$ cat config.mk
export PLATFORM = sky130hd
export DESIGN_NAME = fcse_walker
export DESIGN_NICKNAME = d
export VERILOG_FILES = /design/src/design/fcse_pkg.sv /design/src/design/fcse_walker.sv
export SDC_FILE = /design/constraint.sdc
export NUM_CORES = 2
export LEC_CHECK = 0
export BUFFER_PORTS_ARGS = -buffer_cell sky130_fd_sc_hd__buf_4
export CAP_MARGIN = 10
export CELL_PAD_IN_SITES_DETAIL_PLACEMENT = 1
export CELL_PAD_IN_SITES_GLOBAL_PLACEMENT = 2
export CORE_MARGIN = 2
export CORE_UTILIZATION = 39
export DETAILED_ROUTE_END_ITERATION = 7
export GPL_ROUTABILITY_DRIVEN = 0
export PLACE_DENSITY_LB_ADDON = 0.3
export SYNTH_ARGS = -nofsm -noshare
export SYNTH_HDL_FRONTEND = slang
export SYNTH_SLANG_ARGS = --single-unit
$ cat constraint.sdc
create_clock -name aclk -period 8.45 [get_ports aclk]
set_input_delay 1.2675 -clock aclk [delete_from_list [all_inputs] [get_ports aclk]]
set_output_delay 1.2675 -clock aclk [all_outputs]
set_load 0.01 [all_outputs]
$ cat src/design/fcse_pkg.sv
package fcse_pkg;

    // Table geometry and walk limits.
    localparam int TABLE_ENTRIES = 4096;
    localparam int MAX_EXTENTS   = 64;
    localparam int IDX_W         = $clog2(TABLE_ENTRIES);
    localparam int STEP_W        = IDX_W + 1;
    localparam int EXT_W         = (MAX_EXTENTS > 1) ? $clog2(MAX_EXTENTS) : 1;

    // Link value that closes a chain.
    localparam logic [31:0] CHAIN_END = 32'h0FFF_FFFF;

    // Configuration register indexes.
    localparam logic [1:0] REG_RESERVED_SECTORS    = 2'd0;
    localparam logic [1:0] REG_FAT_COPIES          = 2'd1;
    localparam logic [1:0] REG_FAT_SIZE_SECTORS    = 2'd2;
    localparam logic [1:0] REG_SECTORS_PER_CLUSTER = 2'd3;

    // Input word kinds.
    localparam logic KIND_LOAD = 1'b0;
    localparam logic KIND_WALK = 1'b1;

    typedef enum logic [1:0] {
        WALK_OK      = 2'd0,
        WALK_EMPTY   = 2'd1,
        WALK_OUTSIDE = 2'd2,
        WALK_LIMIT   = 2'd3
    } walk_status_t;

    typedef enum logic [2:0] {
        ST_IDLE,
        ST_EMPTY,
        ST_BASE,
        ST_MAP,
        ST_MERGE,
        ST_LINK
    } walk_state_t;

    // Volume geometry as held by the configuration registers.
    typedef struct packed {
        logic [15:0] reserved_sectors;
        logic [7:0]  fat_copies;
        logic [31:0] fat_size_sectors;
        logic [7:0]  sectors_per_cluster;
    } volume_cfg_t;

endpackage

$ cat src/design/fcse_walker.sv
module fcse_walker
    import fcse_pkg::*;
(
    input  logic             aclk,
    input  logic             aresetn,
    input  volume_cfg_t      cfg,
    input  logic             s_valid,
    output logic             s_ready,
    input  logic             s_kind,
    input  logic [11:0]      s_entry_index,
    input  logic [31:0]      s_entry_value,
    input  logic [31:0]      s_start_cluster,
    output logic             m_valid,
    input  logic             m_ready,
    output logic [31:0]      m_first_sector,
    output logic [31:0]      m_last_sector,
    output logic             m_final_extent,
    output logic [1:0]       m_walk_status,
    output logic             ram_wr_en,
    output logic [IDX_W-1:0] ram_wr_addr,
    output logic [31:0]      ram_wr_data,
    output logic             ram_rd_en,
    output logic [IDX_W-1:0] ram_rd_addr,
    input  logic [31:0]      ram_rd_data
);

    walk_state_t       state_reg, state_next;
    logic [31:0]       cluster_reg, cluster_next;
    logic [31:0]       base_reg, base_next;
    logic [31:0]       sector_reg, sector_next;
    logic [31:0]       run_first_reg, run_first_next;
    logic [31:0]       run_last_reg, run_last_next;
    logic              have_run_reg, have_run_next;
    logic [STEP_W-1:0] steps_reg, steps_next;
    logic [EXT_W-1:0]  runs_reg, runs_next;

    logic              m_valid_reg;
    logic [31:0]       m_first_reg, m_last_reg;
    logic              m_final_reg;
    walk_status_t      m_status_reg;

    logic              out_free;
    logic              out_load;
    logic [31:0]       out_first, out_last;
    logic              out_final;
    walk_status_t      out_status;

    logic              accept;
    logic              cluster_in_table;
    logic [39:0]       map_product;
    logic [39:0]       base_product;
    logic [31:0]       map_sector;
    logic [31:0]       sector_last;
    logic              contiguous;

    assign out_free = !m_valid_reg || m_ready;
    assign accept   = s_valid && s_ready;

    // Sector arithmetic, all modulo 2^32.
    assign base_product     = 40'(cfg.fat_copies) * 40'(cfg.fat_size_sectors);
    assign map_product      = 40'(cluster_reg - 32'd2) * 40'(cfg.sectors_per_cluster);
    assign map_sector       = base_reg + map_product[31:0];
    assign sector_last      = sector_reg + 32'(cfg.sectors_per_cluster) - 32'd1;
    assign contiguous       = have_run_reg && (sector_reg == run_last_reg + 32'd1);
    assign cluster_in_table = cluster_reg < 32'(TABLE_ENTRIES);

    // Load words write the table straight from the input.
    assign ram_wr_en   = accept && (s_kind == KIND_LOAD)
                         && (32'(s_entry_index) < 32'(TABLE_ENTRIES));
    assign ram_wr_addr = IDX_W'(32'(s_entry_index));
    assign ram_wr_data = s_entry_value;
    assign ram_rd_addr = cluster_reg[IDX_W-1:0];

    // Sequencer: one table read per chain link, then merge and follow.
    always_comb begin
        state_next     = state_reg;
        cluster_next   = cluster_reg;
        base_next      = base_reg;
        sector_next    = sector_reg;
        run_first_next = run_first_reg;
        run_last_next  = run_last_reg;
        have_run_next  = have_run_reg;
        steps_next     = steps_reg;
        runs_next      = runs_reg;
        s_ready        = 1'b0;
        ram_rd_en      = 1'b0;
        out_load       = 1'b0;
        out_first      = run_first_reg;
        out_last       = run_last_reg;
        out_final      = 1'b1;
        out_status     = WALK_OK;

        case (state_reg)
            ST_IDLE: begin
                s_ready = 1'b1;
                if (s_valid && (s_kind == KIND_WALK)) begin
                    cluster_next  = s_start_cluster;
                    have_run_next = 1'b0;
                    steps_next    = '0;
                    runs_next     = '0;
                    state_next    = (s_start_cluster < 32'd2) ? ST_EMPTY : ST_BASE;
                end
            end
            ST_EMPTY: begin
                out_first  = 32'd0;
                out_last   = 32'd0;
                out_status = WALK_EMPTY;
                if (out_free) begin
                    out_load   = 1'b1;
                    state_next = ST_IDLE;
                end
            end
            ST_BASE: begin
                base_next  = 32'(cfg.reserved_sectors) + base_product[31:0];
                state_next = ST_MAP;
            end
            ST_MAP: begin
                // A chain this long has a loop in it.
                if (steps_reg == STEP_W'(TABLE_ENTRIES)) begin
                    out_status = WALK_LIMIT;
                    if (out_free) begin
                        out_load   = 1'b1;
                        state_next = ST_IDLE;
                    end
                end else begin
                    sector_next = map_sector;
                    ram_rd_en   = cluster_in_table;
                    state_next  = ST_MERGE;
                end
            end
            ST_MERGE: begin
                if (contiguous) begin
                    run_last_next = sector_last;
                    steps_next    = steps_reg + 1'b1;
                    state_next    = ST_LINK;
                end else if (!have_run_reg) begin
                    run_first_next = sector_reg;
                    run_last_next  = sector_last;
                    have_run_next  = 1'b1;
                    steps_next     = steps_reg + 1'b1;
                    state_next     = ST_LINK;
                end else if (32'(runs_reg) >= 32'(MAX_EXTENTS - 1)) begin
                    // No room for another run: close the walk on this one.
                    out_status = WALK_LIMIT;
                    if (out_free) begin
                        out_load   = 1'b1;
                        state_next = ST_IDLE;
                    end
                end else begin
                    out_final = 1'b0;
                    if (out_free) begin
                        out_load       = 1'b1;
                        run_first_next = sector_reg;
                        run_last_next  = sector_last;
                        runs_next      = runs_reg + 1'b1;
                        steps_next     = steps_reg + 1'b1;
                        state_next     = ST_LINK;
                    end
                end
            end
            ST_LINK: begin
                if (!cluster_in_table) begin
                    out_status = WALK_OUTSIDE;
                    if (out_free) begin
                        out_load   = 1'b1;
                        state_next = ST_IDLE;
                    end
                end else if (ram_rd_data == CHAIN_END) begin
                    if (out_free) begin
                        out_load   = 1'b1;
                        state_next = ST_IDLE;
                    end
                end else begin
                    cluster_next = ram_rd_data;
                    state_next   = ST_MAP;
                end
            end
            default: begin
                state_next = ST_IDLE;
            end
        endcase
    end

    // Control state.
    always_ff @(posedge aclk) begin
        if (!aresetn) begin
            state_reg    <= ST_IDLE;
            have_run_reg <= 1'b0;
            steps_reg    <= '0;
            runs_reg     <= '0;
        end else begin
            state_reg    <= state_next;
            have_run_reg <= have_run_next;
            steps_reg    <= steps_next;
            runs_reg     <= runs_next;
        end
    end

    // Walk datapath.
    always_ff @(posedge aclk) begin
        cluster_reg   <= cluster_next;
        base_reg      <= base_next;
        sector_reg    <= sector_next;
        run_first_reg <= run_first_next;
        run_last_reg  <= run_last_next;
    end

    // Output register: one result word waits here for the consumer.
    always_ff @(posedge aclk) begin
        if (!aresetn) begin
            m_valid_reg <= 1'b0;
        end else if (out_load) begin
            m_valid_reg <= 1'b1;
        end else if (m_ready) begin
            m_valid_reg <= 1'b0;
        end
    end

    always_ff @(posedge aclk) begin
        if (out_load) begin
            m_first_reg  <= out_first;
            m_last_reg   <= out_last;
            m_final_reg  <= out_final;
            m_status_reg <= out_status;
        end
    end

    assign m_valid        = m_valid_reg;
    assign m_first_sector = m_first_reg;
    assign m_last_sector  = m_last_reg;
    assign m_final_extent = m_final_reg;
    assign m_walk_status  = m_status_reg;

endmodule

==> out/metrics.csv <==
metric,value,unit
r2r endpoint,sector_reg[30]$_DFFE_PP_,
"FF+latch count, synth",251,
"Design Area, Final",0.03108,mm^2
"Distinct cells, synth",72,
"Reg clk slew, reported paths",0.06,ns
WHS Endpoint,steps_reg[12]$_SDFFE_PN0P_,
"Min Clock Period, post-route",7.891,ns
Die Ht,270.8,um
Setup CP Type,reg -> reg,
WL per Instance,18.67,um
Antenna Cells,0,
CTS resizes,0,
Ys Warns,0,
RR Startpoint,cluster_reg[4]$_DFFE_PP_,
cell count after synthesis,2903,
setup_tns,0,ns
placed cell areas,0.02998,mm^2
max-cap viol count,0,
vias per inst,5.083,
WL final,74650,um
top cell type's share of synthesized area,0.2560,
Worst R2R Setup Slack,0.56,ns
H-tree Lvls,1,
hold path start,steps_reg[12]$_SDFFE_PN0P_,
Async SR Flop Fraction,0,
max frequency,0.1267,GHz
"Cell Area, Synth",0.02776,mm^2
"Seq/Total Area, Yosys",0.2629,
via count,20330,
count of final hold-check violations,0,
Port Buffers,215,
synthesized area per cell,9.563,um^2
GR Overflow Total,0,
Tightest Pin Transition,1.055,ns
WP data required,8.78,ns
cts bufs inserted,29,
pre-CTS WS,0.6334,ns
setup bufs post-CTS,0,
Static Leak,14.09,nW
Rows,97,
Slew HR,0.2948,
first-pass GRT wire length,122200,um
"commonest non-fill, non-tap cell in the layout",inv_1,
Crit Path Max Fanout,8,
"Clk Latency, worst-skew pair",0.60,ns
io pins,304,
skew final,0.01860,ns
Global Route Usage Sum,0.2076,
CTS Root Buffer Type,clkbuf_16,
worst reg2reg path depth,25,
fin worst setup slack,0.5591,ns
Final Max Slew Viols,0,
initial antenna violation count,1,
"commonest non-fill, non-tap cells in the layout","502 x inv_1, 397 x nand2_1, 355 x fa_1",
die area,0.07333,mm^2
CTS tree,built,
"area leader, netlist",fa_1,
drt initial violations,772,
remaining antenna violation count after routing,0,
clk buf depth,3,
DR DRC count,0,
vias in the first global route,22950,
Starting Density,0.3950,
pwr/cell area,336.9,mW/mm^2
"EDFF count, synth",227,
largest net degree at the start of global routing,68,
hold path depth,2,
DP Wirelength,61390,um
Post-synth top flop,edfxtp_1,
Area contributors post-synth,"fa_1 26%, edfxtp_1 25%, ha_1 7.6%",
CTS Hold Bufs,0,
die width,270.8,um
crit end category,flip-flop,
crit start category,flip-flop,
HP Class,reg -> reg,
outcome,completed,
Layout area overhead,11.97,%
proportion of layout cells with a drive suffix above 1,0.09938,
# nets final,3737,
# setup viols final,0,
Arrival @ worst endpoint,8.22,ns
RSZ-0062 raised after global routing,no,
Core Area,0.07027,mm^2
final cycle utilization of the critical path,0.9338,
Syn Nets,3604,
CTS sink count,251,
peak supply drop,0.3055,mV
total power,0.01047,W
Pre-antenna DRT Iters,5,
stage by stage:
step / utilization / instances / hold WS, ns
after floorplan: - / 2903 / 0.4534
after global placement: 0.4267 / 3944 / 0.4700
after detailed placement: 0.4267 / 3944 / 0.4936
after CTS: 0.4419 / 3998 / 0.5026
after global routing: 0.4423 / 3999 / 0.5466
final: 0.4423 / 3999 / 0.5063
synth_stat cells (68+ instances only):
| master | number |
|---|---|
| nor2_1 | 156 |
| nor2b_1 | 73 |
| clkbuf_1 | 68 |
| ha_1 | 169 |
| xnor2_1 | 117 |
| a21oi_1 | 71 |
| edfxtp_1 | 227 |
| fa_1 | 355 |
| nand2_1 | 397 |
| xor2_1 | 71 |
| inv_1 | 502 |
| and2_1 | 170 |
final cells by class:
type | count | area [um^2]
clock buffers | 38 | 799.5
clock inverters | 16 | 271.5
fillers | 7951 | 39190
inverters | 502 | 1884
multi-input cells | 2020 | 17890
flip-flops and latches | 251 | 7297
well taps | 940 | 1176
repair buffers | 232 | 1762
kinds of logic (layout without fill, tap and decap cells):
logic type               count (synthesis)  count (layout)  share of synthesized area
multiplexers                             3               3                   0.001082
flip-flops                             251             251                     0.2629
XOR/XNOR                               188             188                    0.05931
AO/OA/AOI/OAI                          283             283                    0.06743
buffers and inverters                  632             788                    0.09330
adder cells (fa/ha/maj)                524             524                     0.3322
AND/OR/NAND/NOR                       1022            1022                     0.1838
report_power, final:
group | total, W | switching [W] | internal (W)
logic | 0.00713 | 0.00425 | 0.00288
registers | 0.00192 | 0.0000663 | 0.00186
clock network | 0.00142 | 0.000543 | 0.000879
worst max-delay path, stage by stage, from the launching register on:
cell and delay, ns:
edfxtp_1 0.50, nor4_1 0.44, nand2_1 0.20, or3_1 0.43, nor4_1 0.25, xor2_1 0.51
nand2_1 0.15, fa_1 0.51, inv_1 0.06, fa_1 0.52, fa_1 0.45, fa_1 0.55
inv_1 0.05, fa_1 0.50, inv_1 0.04, ha_1 0.36, a21o_1 0.21, a21o_1 0.17
a21oi_1 0.19, nor2b_1 0.08, o21ai_0 0.21, o311ai_0 0.25, a311oi_1 0.55, o21a_1 0.21
o41ai_1 0.08, xor2_1 0.15
per-layer routing:
| metal | GRT usage | share of wire | vias up |
|---|---|---|---|
| met4 | 0.06354 | 0.032 | 2 |
| met3 | 0.03115 | 0.036 | 121 |
| met1 | 0.2426 | 0.40 | 10390 |
| met2 | 0.3883 | 0.53 | 305 |
| met5 | 0 | 0.00017 | - |
| li1 | - | - | 9513 |
how the worst max path moves through the flow:
stage	start	endpoint	slack, ns	cells past startpoint
global placement	cfg[5]	sector_reg[30]$_DFFE_PP_	0.69	21
CTS	cluster_reg[4]$_DFFE_PP_	sector_reg[30]$_DFFE_PP_	0.61	25
detailed placement	cluster_reg[4]$_DFFE_PP_	sector_reg[30]$_DFFE_PP_	0.63	25
floorplan	cluster_reg[4]$_DFFE_PP_	sector_reg[30]$_DFFE_PP_	1.50	24
global route	cluster_reg[4]$_DFFE_PP_	sector_reg[30]$_DFFE_PP_	0.05	25
finish	cluster_reg[4]$_DFFE_PP_	sector_reg[30]$_DFFE_PP_	0.56	25
No activity file was read; power rests on OpenSTA's default activity.
